File: config.mk
export PLATFORM = sky130hd
export DESIGN_NAME = i2c_bit_level_master
export DESIGN_NICKNAME = d
export VERILOG_FILES = /design/src/design/i2cbm_pkg.sv /design/src/design/i2cbm_cfg.sv /design/src/design/i2cbm_ctrl.sv /design/src/design/i2cbm_dp.sv /design/src/design/i2c_bit_level_master.sv
export SDC_FILE = /design/constraint.sdc
export NUM_CORES = 1
export LEC_CHECK = 0
export BUFFER_PORTS_ARGS = -buffer_cell sky130_fd_sc_hd__buf_2
export CAP_MARGIN = 25
export CORE_MARGIN = 5
export CORE_UTILIZATION = 60
export DETAILED_ROUTE_END_ITERATION = 10
export MAX_ROUTING_LAYER = met4
export PLACE_DENSITY = 0.78
export SLEW_MARGIN = 25
export SYNTH_ARGS = -nofsm -noshare
export SYNTH_HDL_FRONTEND = slang
export SYNTH_SLANG_ARGS = --single-unit
export TNS_END_PERCENT = 30
File: constraint.sdc
create_clock -name clk -period 5.95 [get_ports clk]
set_clock_uncertainty 0.1 [all_clocks]
set_input_delay 0.2975 -clock clk [delete_from_list [all_inputs] [get_ports clk]]
set_output_delay 0.2975 -clock clk [all_outputs]
set_load 0.02 [all_outputs]
File: src/design/i2cbm_pkg.sv
`default_nettype none
package i2cbm_pkg;

  typedef enum logic [2:0] {
    OP_NONE    = 3'd0,
    OP_START   = 3'd1,
    OP_STOP    = 3'd2,
    OP_WRITE   = 3'd3,
    OP_WAIT    = 3'd4,
    OP_RD_ACK  = 3'd5,
    OP_RD_NACK = 3'd6,
    OP_RD_BARE = 3'd7
  } op_t;

  typedef enum logic [3:0] {
    PH_IDLE    = 4'd0,
    PH_ST_A    = 4'd1,
    PH_ST_B    = 4'd2,
    PH_SP_A    = 4'd3,
    PH_SP_B    = 4'd4,
    PH_WR_LO   = 4'd5,
    PH_WR_HI   = 4'd6,
    PH_WR_TAIL = 4'd7,
    PH_RD_LO   = 4'd8,
    PH_RD_HI   = 4'd9,
    PH_AK_LO   = 4'd10,
    PH_AK_HI   = 4'd11,
    PH_WA_SET  = 4'd12,
    PH_WA_HI   = 4'd13,
    PH_WA_POLL = 4'd14
  } phase_t;

  localparam int CfgIdxW  = 2;
  localparam int CfgDataW = 16;

  localparam logic [CfgIdxW-1:0] CFG_PHASE_TICKS  = 2'd0;
  localparam logic [CfgIdxW-1:0] CFG_SETTLE_TICKS = 2'd1;
  localparam logic [CfgIdxW-1:0] CFG_ACK_TIMEOUT  = 2'd2;

  localparam logic [15:0] PHASE_TICKS_RST  = 16'd4;
  localparam logic [15:0] SETTLE_TICKS_RST = 16'd2;
  localparam logic [7:0]  ACK_TIMEOUT_RST  = 8'd250;

  localparam logic [3:0] BITS_PER_BYTE = 4'd8;

  typedef struct packed {
    logic [15:0] phase_ticks;
    logic [15:0] settle_ticks;
    logic [7:0]  ack_timeout;
  } cfg_t;

  // Per-tick control from the sequencer to the pin/data path
  typedef struct packed {
    phase_t phase;
    op_t    cmd;
    logic   enter;
    logic   load_tx;
    logic   clr_shift;
    logic   fail_clr;
    logic   fail_set;
    logic   sample;
    logic   rx_load;
    logic   scl_clr;
    logic   done;
  } ctl_t;

endpackage
`default_nettype wire

File: src/design/i2cbm_cfg.sv
`default_nettype none
module i2cbm_cfg (
  input  wire logic                            clk,
  input  wire logic                            rst,
  input  wire logic                            cfg_valid,
  output logic                                 cfg_ready,
  input  wire logic [i2cbm_pkg::CfgIdxW-1:0]   cfg_index,
  input  wire logic [i2cbm_pkg::CfgDataW-1:0]  cfg_data,
  output i2cbm_pkg::cfg_t                      cfg
);

  assign cfg_ready = 1'b1;

  always_ff @(posedge clk) begin
    if (rst) begin
      cfg.phase_ticks  <= i2cbm_pkg::PHASE_TICKS_RST;
      cfg.settle_ticks <= i2cbm_pkg::SETTLE_TICKS_RST;
      cfg.ack_timeout  <= i2cbm_pkg::ACK_TIMEOUT_RST;
    end else if (cfg_valid) begin
      // indexes past the register list are dropped
      unique case (cfg_index)
        i2cbm_pkg::CFG_PHASE_TICKS:  cfg.phase_ticks  <= cfg_data;
        i2cbm_pkg::CFG_SETTLE_TICKS: cfg.settle_ticks <= cfg_data;
        i2cbm_pkg::CFG_ACK_TIMEOUT:  cfg.ack_timeout  <= cfg_data[7:0];
        default: ;
      endcase
    end
  end

endmodule
`default_nettype wire

File: src/design/i2cbm_ctrl.sv
`default_nettype none
module i2cbm_ctrl (
  input  wire logic            clk,
  input  wire logic            rst,
  input  wire logic            step,
  input  wire logic [2:0]      opcode,
  input  wire logic            sda_in,
  input  wire i2cbm_pkg::cfg_t cfg,
  output i2cbm_pkg::ctl_t      ctl
);

  i2cbm_pkg::phase_t phase, phase_next;
  i2cbm_pkg::op_t    command, command_next;
  logic [15:0] tick_count, tick_next;
  logic [3:0]  bit_count, bit_next;
  logic [7:0]  poll_count, poll_next;

  i2cbm_pkg::op_t op;
  logic [16:0] tick_inc;
  logic [15:0] dur;
  logic [15:0] dur_eff;
  logic        tick_done;
  logic [3:0]  bit_inc;
  logic        more_bits;
  logic [8:0]  poll_inc;
  logic        poll_fail;

  assign op        = i2cbm_pkg::op_t'(opcode);
  assign tick_inc  = {1'b0, tick_count} + 17'd1;
  assign dur       = (phase == i2cbm_pkg::PH_WA_SET || phase == i2cbm_pkg::PH_WA_HI) ?
                     cfg.settle_ticks : cfg.phase_ticks;
  assign dur_eff   = (dur == 16'd0) ? 16'd1 : dur;
  assign tick_done = tick_inc >= {1'b0, dur_eff};
  assign bit_inc   = bit_count + 4'd1;
  assign more_bits = bit_inc < i2cbm_pkg::BITS_PER_BYTE;
  assign poll_inc  = {1'b0, poll_count} + 9'd1;
  assign poll_fail = poll_inc > {1'b0, cfg.ack_timeout};

  // next state
  always_comb begin
    phase_next   = phase;
    command_next = command;
    tick_next    = tick_count;
    bit_next     = bit_count;
    poll_next    = poll_count;
    unique case (phase)
      i2cbm_pkg::PH_IDLE: begin
        if (op != i2cbm_pkg::OP_NONE) begin
          command_next = op;
          bit_next     = 4'd0;
          tick_next    = 16'd0;
          unique case (op)
            i2cbm_pkg::OP_START: phase_next = i2cbm_pkg::PH_ST_A;
            i2cbm_pkg::OP_STOP:  phase_next = i2cbm_pkg::PH_SP_A;
            i2cbm_pkg::OP_WRITE: phase_next = i2cbm_pkg::PH_WR_LO;
            i2cbm_pkg::OP_WAIT:  phase_next = i2cbm_pkg::PH_WA_SET;
            default:             phase_next = i2cbm_pkg::PH_RD_LO;
          endcase
        end
      end
      i2cbm_pkg::PH_WA_POLL: begin
        if (!sda_in) begin
          phase_next = i2cbm_pkg::PH_IDLE;
        end else if (poll_fail) begin
          phase_next = i2cbm_pkg::PH_SP_A;
          tick_next  = 16'd0;
        end else begin
          poll_next = poll_inc[7:0];
        end
      end
      default: begin
        tick_next = tick_inc[15:0];
        if (tick_done) begin
          unique case (phase)
            i2cbm_pkg::PH_ST_A:  phase_next = i2cbm_pkg::PH_ST_B;
            i2cbm_pkg::PH_SP_A:  phase_next = i2cbm_pkg::PH_SP_B;
            i2cbm_pkg::PH_WR_LO: phase_next = i2cbm_pkg::PH_WR_HI;
            i2cbm_pkg::PH_WR_HI: phase_next = i2cbm_pkg::PH_WR_TAIL;
            i2cbm_pkg::PH_WR_TAIL: begin
              bit_next   = bit_inc;
              phase_next = more_bits ? i2cbm_pkg::PH_WR_LO : i2cbm_pkg::PH_IDLE;
            end
            i2cbm_pkg::PH_RD_LO: phase_next = i2cbm_pkg::PH_RD_HI;
            i2cbm_pkg::PH_RD_HI: begin
              bit_next = bit_inc;
              if (more_bits)
                phase_next = i2cbm_pkg::PH_RD_LO;
              else if (command == i2cbm_pkg::OP_RD_BARE)
                phase_next = i2cbm_pkg::PH_IDLE;
              else
                phase_next = i2cbm_pkg::PH_AK_LO;
            end
            i2cbm_pkg::PH_AK_LO:  phase_next = i2cbm_pkg::PH_AK_HI;
            i2cbm_pkg::PH_WA_SET: phase_next = i2cbm_pkg::PH_WA_HI;
            i2cbm_pkg::PH_WA_HI: begin
              phase_next = i2cbm_pkg::PH_WA_POLL;
              poll_next  = 8'd0;
            end
            default: phase_next = i2cbm_pkg::PH_IDLE;
          endcase
          // every move into a busy phase restarts the tick count
          if (phase_next != i2cbm_pkg::PH_IDLE) tick_next = 16'd0;
        end
      end
    endcase
  end

  // control outputs
  always_comb begin
    ctl       = '0;
    ctl.phase = phase_next;
    ctl.cmd   = command_next;
    unique case (phase)
      i2cbm_pkg::PH_IDLE: begin
        if (op != i2cbm_pkg::OP_NONE) begin
          ctl.enter     = 1'b1;
          ctl.load_tx   = (op == i2cbm_pkg::OP_WRITE);
          ctl.clr_shift = (op == i2cbm_pkg::OP_RD_ACK) || (op == i2cbm_pkg::OP_RD_NACK) ||
                          (op == i2cbm_pkg::OP_RD_BARE);
          ctl.fail_clr  = (op == i2cbm_pkg::OP_WAIT);
        end
      end
      i2cbm_pkg::PH_WA_POLL: begin
        if (!sda_in) begin
          ctl.scl_clr = 1'b1;
          ctl.done    = 1'b1;
        end else if (poll_fail) begin
          ctl.fail_set = 1'b1;
          ctl.enter    = 1'b1;
        end
      end
      default: begin
        if (tick_done) begin
          unique case (phase)
            i2cbm_pkg::PH_ST_B, i2cbm_pkg::PH_AK_HI: begin
              ctl.scl_clr = 1'b1;
              ctl.done    = 1'b1;
            end
            i2cbm_pkg::PH_SP_B: ctl.done = 1'b1;
            i2cbm_pkg::PH_WR_TAIL: begin
              ctl.enter = more_bits;
              ctl.done  = !more_bits;
            end
            i2cbm_pkg::PH_RD_HI: begin
              ctl.sample = (command != i2cbm_pkg::OP_RD_BARE);
              if (more_bits) begin
                ctl.enter = 1'b1;
              end else begin
                ctl.rx_load = 1'b1;
                ctl.done    = (command == i2cbm_pkg::OP_RD_BARE);
                ctl.enter   = (command != i2cbm_pkg::OP_RD_BARE);
              end
            end
            default: ctl.enter = 1'b1;
          endcase
        end
      end
    endcase
  end

  always_ff @(posedge clk) begin
    if (rst) begin
      phase      <= i2cbm_pkg::PH_IDLE;
      command    <= i2cbm_pkg::OP_NONE;
      tick_count <= 16'd0;
      bit_count  <= 4'd0;
      poll_count <= 8'd0;
    end else if (step) begin
      phase      <= phase_next;
      command    <= command_next;
      tick_count <= tick_next;
      bit_count  <= bit_next;
      poll_count <= poll_next;
    end
  end

endmodule
`default_nettype wire

File: src/design/i2cbm_dp.sv
`default_nettype none
module i2cbm_dp (
  input  wire logic            clk,
  input  wire logic            rst,
  input  wire logic            step,
  input  wire logic [7:0]      tx_byte,
  input  wire logic            sda_in,
  input  wire i2cbm_pkg::ctl_t ctl,
  output logic                 scl_next,
  output logic                 sda_next,
  output logic                 drv_next,
  output logic [7:0]           rx_next,
  output logic                 fail_next
);

  logic       scl, sda, drv, fail_flag;
  logic       scl_q, sda_q, drv_q, fail_q;
  logic [7:0] shift_reg, shift_next, shift_a, rx_hold;

  always_comb begin
    if (ctl.load_tx)        shift_a = tx_byte;
    else if (ctl.clr_shift) shift_a = 8'd0;
    else if (ctl.sample)    shift_a = {shift_reg[6:0], sda_in};
    else                    shift_a = shift_reg;

    scl        = scl_q;
    sda        = sda_q;
    drv        = drv_q;
    shift_next = shift_a;
    rx_next    = ctl.rx_load ? shift_a : rx_hold;
    fail_flag  = fail_q;
    if (ctl.fail_clr) fail_flag = 1'b0;
    if (ctl.fail_set) fail_flag = 1'b1;
    if (ctl.scl_clr)  scl = 1'b0;

    // pin setup on the first tick of a phase
    if (ctl.enter) begin
      unique case (ctl.phase)
        i2cbm_pkg::PH_ST_A: begin
          scl = 1'b1; sda = 1'b1; drv = 1'b1;
        end
        i2cbm_pkg::PH_ST_B: sda = 1'b0;
        i2cbm_pkg::PH_SP_A: begin
          drv = 1'b1; scl = 1'b0; sda = 1'b0;
        end
        i2cbm_pkg::PH_SP_B: begin
          scl = 1'b1; sda = 1'b1;
        end
        i2cbm_pkg::PH_WR_LO: begin
          drv        = 1'b1;
          scl        = 1'b0;
          sda        = shift_a[7];
          shift_next = {shift_a[6:0], 1'b0};
        end
        i2cbm_pkg::PH_WR_HI, i2cbm_pkg::PH_AK_HI, i2cbm_pkg::PH_WA_HI: scl = 1'b1;
        i2cbm_pkg::PH_WR_TAIL: scl = 1'b0;
        i2cbm_pkg::PH_RD_LO: begin
          drv = 1'b0; scl = 1'b0; sda = 1'b1;
        end
        i2cbm_pkg::PH_RD_HI: begin
          scl = 1'b1;
          // bare read samples at the rising edge of SCL
          if (ctl.cmd == i2cbm_pkg::OP_RD_BARE) shift_next = {shift_a[6:0], sda_in};
        end
        i2cbm_pkg::PH_AK_LO: begin
          scl = 1'b0;
          drv = 1'b1;
          sda = (ctl.cmd == i2cbm_pkg::OP_RD_NACK);
        end
        i2cbm_pkg::PH_WA_SET: begin
          drv = 1'b0; sda = 1'b1;
        end
        default: ;
      endcase
    end
    scl_next  = scl;
    sda_next  = sda;
    drv_next  = drv;
    fail_next = fail_flag;
  end

  always_ff @(posedge clk) begin
    if (rst) begin
      scl_q     <= 1'b1;
      sda_q     <= 1'b1;
      drv_q     <= 1'b1;
      fail_q    <= 1'b0;
      shift_reg <= 8'd0;
      rx_hold   <= 8'd0;
    end else if (step) begin
      scl_q     <= scl_next;
      sda_q     <= sda_next;
      drv_q     <= drv_next;
      fail_q    <= fail_next;
      shift_reg <= shift_next;
      rx_hold   <= rx_next;
    end
  end

endmodule
`default_nettype wire

File: src/design/i2c_bit_level_master.sv
// I2C bit-level bus master, one bus tick per transaction.
// Input channel (in_valid/in_ready): opcode, tx_byte and the sampled SDA
// level for one tick. Opcodes are taken only while no command is busy;
// others are ignored. Each accepted tick yields exactly one result on the
// output channel (out_valid/out_ready): SCL/SDA levels, SDA drive enable,
// busy, a one-tick done pulse, the last received byte and the ack failure.
// The tick is evaluated by the sequencer and data path in the cycle it is
// accepted and the result appears in the output register on the next cycle.
// One tick per cycle is taken while in_ready is high; in_ready stays high
// while the output register is empty or being taken in the same cycle.
// When the receiver stalls, the result holds and in_ready drops until it
// is taken; no tick is lost and the bus state does not advance.
// Configuration (cfg_valid/cfg_ready, cfg_index, cfg_data) is always ready:
// index 0 phase_ticks, 1 settle_ticks, 2 ack_timeout; other indexes drop.
// Reset: idle, SCL high, SDA high and driven, counters and flags cleared,
// phase_ticks 4, settle_ticks 2, ack_timeout 250, output register empty.
`default_nettype none
module i2c_bit_level_master (
  input  wire logic                            clk,
  input  wire logic                            rst,
  input  wire logic                            in_valid,
  output logic                                 in_ready,
  input  wire logic [2:0]                      opcode,
  input  wire logic [7:0]                      tx_byte,
  input  wire logic                            sda_in,
  output logic                                 out_valid,
  input  wire logic                            out_ready,
  output logic                                 scl_level,
  output logic                                 sda_level,
  output logic                                 sda_drive,
  output logic                                 busy_res,
  output logic                                 done_res,
  output logic [7:0]                           rx_byte,
  output logic                                 ack_fail,
  input  wire logic                            cfg_valid,
  output logic                                 cfg_ready,
  input  wire logic [i2cbm_pkg::CfgIdxW-1:0]   cfg_index,
  input  wire logic [i2cbm_pkg::CfgDataW-1:0]  cfg_data
);

  i2cbm_pkg::cfg_t cfg;
  i2cbm_pkg::ctl_t ctl;
  logic       step;
  logic       scl_next, sda_next, drv_next, fail_next;
  logic [7:0] rx_next;

  assign in_ready = !out_valid || out_ready;
  assign step     = in_valid && in_ready;

  i2cbm_cfg u_cfg (
    .clk       (clk),
    .rst       (rst),
    .cfg_valid (cfg_valid),
    .cfg_ready (cfg_ready),
    .cfg_index (cfg_index),
    .cfg_data  (cfg_data),
    .cfg       (cfg)
  );

  i2cbm_ctrl u_ctrl (
    .clk    (clk),
    .rst    (rst),
    .step   (step),
    .opcode (opcode),
    .sda_in (sda_in),
    .cfg    (cfg),
    .ctl    (ctl)
  );

  i2cbm_dp u_dp (
    .clk       (clk),
    .rst       (rst),
    .step      (step),
    .tx_byte   (tx_byte),
    .sda_in    (sda_in),
    .ctl       (ctl),
    .scl_next  (scl_next),
    .sda_next  (sda_next),
    .drv_next  (drv_next),
    .rx_next   (rx_next),
    .fail_next (fail_next)
  );

  always_ff @(posedge clk) begin
    if (rst) begin
      out_valid <= 1'b0;
    end else if (step) begin
      out_valid <= 1'b1;
    end else if (out_ready) begin
      out_valid <= 1'b0;
    end
  end

  // result register; hold while stalled
  always_ff @(posedge clk) begin
    if (step) begin
      scl_level <= scl_next;
      sda_level <= sda_next;
      sda_drive <= drv_next;
      busy_res  <= (ctl.phase != i2cbm_pkg::PH_IDLE);
      done_res  <= ctl.done;
      rx_byte   <= rx_next;
      ack_fail  <= fail_next;
    end
  end

endmodule
`default_nettype wire

==> flow_summary.ini <==
[place]
routabilityCongestion = 0.9519
post-dp-hpwl_mm = 11.46
pre_cts_slack_ns = 0.9805
numPortBuffers = 50

[clock_tree]
ctsHtreeMaxLevel = 3
cts_max_path_buffers = 2
postCtsSetupRepairBufs = 0
cts_buffers = 9
holdBufCountCts = 0
clock_tree.root_cell = clkbuf_8
ctsResizeCount = 0
cts.clk_slew.worst_paths_ns = 0.11
clk_latency_ns = 0.39
cts_tree = built
clock-sinks = 110

[sta]
tns_ns = 0
setup_viol = 0
slew_headroom_pct = 31.19
rsz0062_at_grt = no
final.setup.worst_slack_ns = 0.8682
fin_crit_ns = 5.082
post-route-period-util_pct = 85.41
clock.fmax_mhz = 196.8
slew_viol_final = 0
hold_viol = 0
worst_pin_slew_ns = 1.032

[synth]
synth_cells = 801
syn_area_per_cell_um2 = 8.177
netlist_area_um2 = 6550
yosysTopAreaCell = dfxtp_1
synth_common_cells = nand2_1, dfxtp_1, nor2_1
synthArstFlopShare_pct = 0
syn_nets = 863
yosysTopAreaCellShare_pct = 29.34
yosysSeqAreaShare_pct = 35.76
ys_warn_count = 0
synthDistinctLibCells = 79
ys_top_cells_by_area = dfxtp_1, edfxtp_1, nand2_1
yosys.cell_count.top_type = nand2_1
synthFlopType = dfxtp_1
yosys_register_bits = 110
synth-edff-count = 14

[drt]
wl_per_cell_um = 16.53
drc_errors = 0
via_count = 5919
ant_nets = 0
via_per_inst = 6.146
wl_mm = 15.92
drtIter0Drc = 575
dr.pass1.iters = 5

[final_layout]
reg.largest.list = u_cfg.cfg (40), u_ctrl.tick_count (16)
largest_register_ffs = 40
drive_above_1_share_pct = 11.91
syn_to_final_growth_pct = 6.972
nets = 881
diodes = 0
largest_register = u_cfg.cfg

[job]
maxCapViolations = 0

[power]
finalPower_mw = 1.551
leakage_nw = 2.984
power_density_nw_per_um2 = 221.4
irDropWorstVdd_mv = 0.1707

[floorplanning]
num_rows = 38
die_w_um = 114.5
die_h_um = 114.5
dieArea_um2 = 13110
start_util_pct = 60.69
core_um2 = 10790
pin_count = 52

[worst_setup_path]
cp_data_arrival_time_ns = 5.29
path_class = flip-flop to flip-flop
end_kind = flip-flop
rr_startpoint = u_ctrl.phase[2]
worst_r2r_endpoint = u_ctrl.tick_count[6]
r2r_setup_slack_ns = 0.87
ff2ff_path_depth = 16
critical_path.max_fanout = 16
cp-start-kind = flip-flop
cp.required_ns = 6.16

[hold_path]
hold_path_startpoint = cfg_data[9]
hold_class = primary input to flip-flop
holdPathStages = 3
hold_end = u_cfg.cfg[17]

[global_route]
grt_max_degree = 98
grt_pass1_wl_mm = 26.90
gr-total-overflow = 0
antenna_found_initial = 0
grt_pass1_vias = 5557
grt_use_total_pct = 25.86

[status]
outcome = completed
## cell type report
| class | instances | area [um2] |
|---|---|---|
| timing repair buffer | 60 | 325.3 |
| clock inverter | 5 | 40.04 |
| fill | 939 | 3786 |
| tap | 140 | 175.2 |
| multi-input combinational | 619 | 3904 |
| sequential | 110 | 2342 |
| inverter | 19 | 71.32 |
| clock buffer | 10 | 148.9 |
## kinds of logic after synthesis
logic type                 share of synthesized area (%)
muxes                                              4.928
DFF                                                35.76
buffers and inverters                              4.642
adders and majority gates                          5.158
and+or+nand+nor                                    25.16
other                                            0.05725
AOI/OAI and AO/OA                                  20.96
xor gates and xnor gates                           3.343
## placed cells by master (no fill, tap or decap), drive strengths merged, types with 3 or more instances in the layout
master / count
a211o: 13
a211oi: 14
a21o: 3
a21oi: 72
a22oi: 6
a2bb2oi: 9
a31oi: 8
and3: 13
and4: 3
buf: 60
clkbuf: 10
dfxtp: 96
edfxtp: 14
ha: 27
inv: 22
mux2: 4
mux2i: 27
nand2: 106
nand2b: 8
nand3: 18
nand3b: 18
nand4: 11
nor2: 86
nor2b: 3
nor3: 27
nor3b: 10
nor4: 3
o2111a: 3
o2111ai: 3
o211ai: 7
o21ai: 41
o22a: 3
o31ai: 4
or2: 4
or3: 7
or3b: 3
xnor2: 10
xor2: 15
## worst max-delay path, stage by stage, from the launching register on
cell	delay, ns
dfxtp_1	0.33
inv_1	0.20
or3_1	0.79
mux2i_1	0.48
nand4_1	0.12
or4_1	0.55
nand2_1	0.11
ha_1	0.17
nor3_1	0.08
a211oi_4	0.26
o211ai_2	0.32
a22oi_1	0.27
o21ai_1	0.09
buf_4	0.19
nor2_1	0.58
nand3b_1	0.15
a21oi_1	0.19
## routing by layer
metal / global-route usage [%] / wire length (um) / vias up
met5: - / 0 / -
met4: 8.314 / 244 / 0
met3: 3.224 / 966 / 21
met2: 41.44 / 7634 / 199
met1: 34.05 / 7073 / 2791
li1: - / - / 2908
## stage by stage
step	utilization [%]	cell area [um2]	std cells	hold WS, ns
final	64.92	7007	963	0.04093
after global routing	64.92	7007	963	0.03672
after CTS	64.92	7007	963	0.02704
after detailed placement	63.17	6818	948	0.3456
after global placement	63.17	6818	948	0.3408
after floorplan	-	6550	801	0.3153
## report_power, final
| part | total [mW] | leakage, nW | switching, mW | internal (mW) |
|---|---|---|---|---|
| sequential | 0.797 | 0.915 | 0.0170 | 0.780 |
| clock | 0.449 | 0.100 | 0.268 | 0.181 |
| combinational | 0.306 | 1.97 | 0.196 | 0.110 |
## worst max path at each step
stage / startpoint / end / cells after the start
2_1_floorplan: u_ctrl.phase[1] / u_dp.shift_reg[4] / 18
3_3_place_gp: u_ctrl.phase[2] / u_dp.shift_reg[0] / 15
3_5_place_dp: u_ctrl.phase[2] / u_dp.shift_reg[0] / 15
4_1_cts: u_ctrl.phase[2] / u_ctrl.tick_count[6] / 16
5_1_grt: u_ctrl.tick_count[0] / u_dp.shift_reg[0] / 16
6_report: u_ctrl.phase[2] / u_ctrl.tick_count[6] / 16
Power figures use the tool's default switching activity.
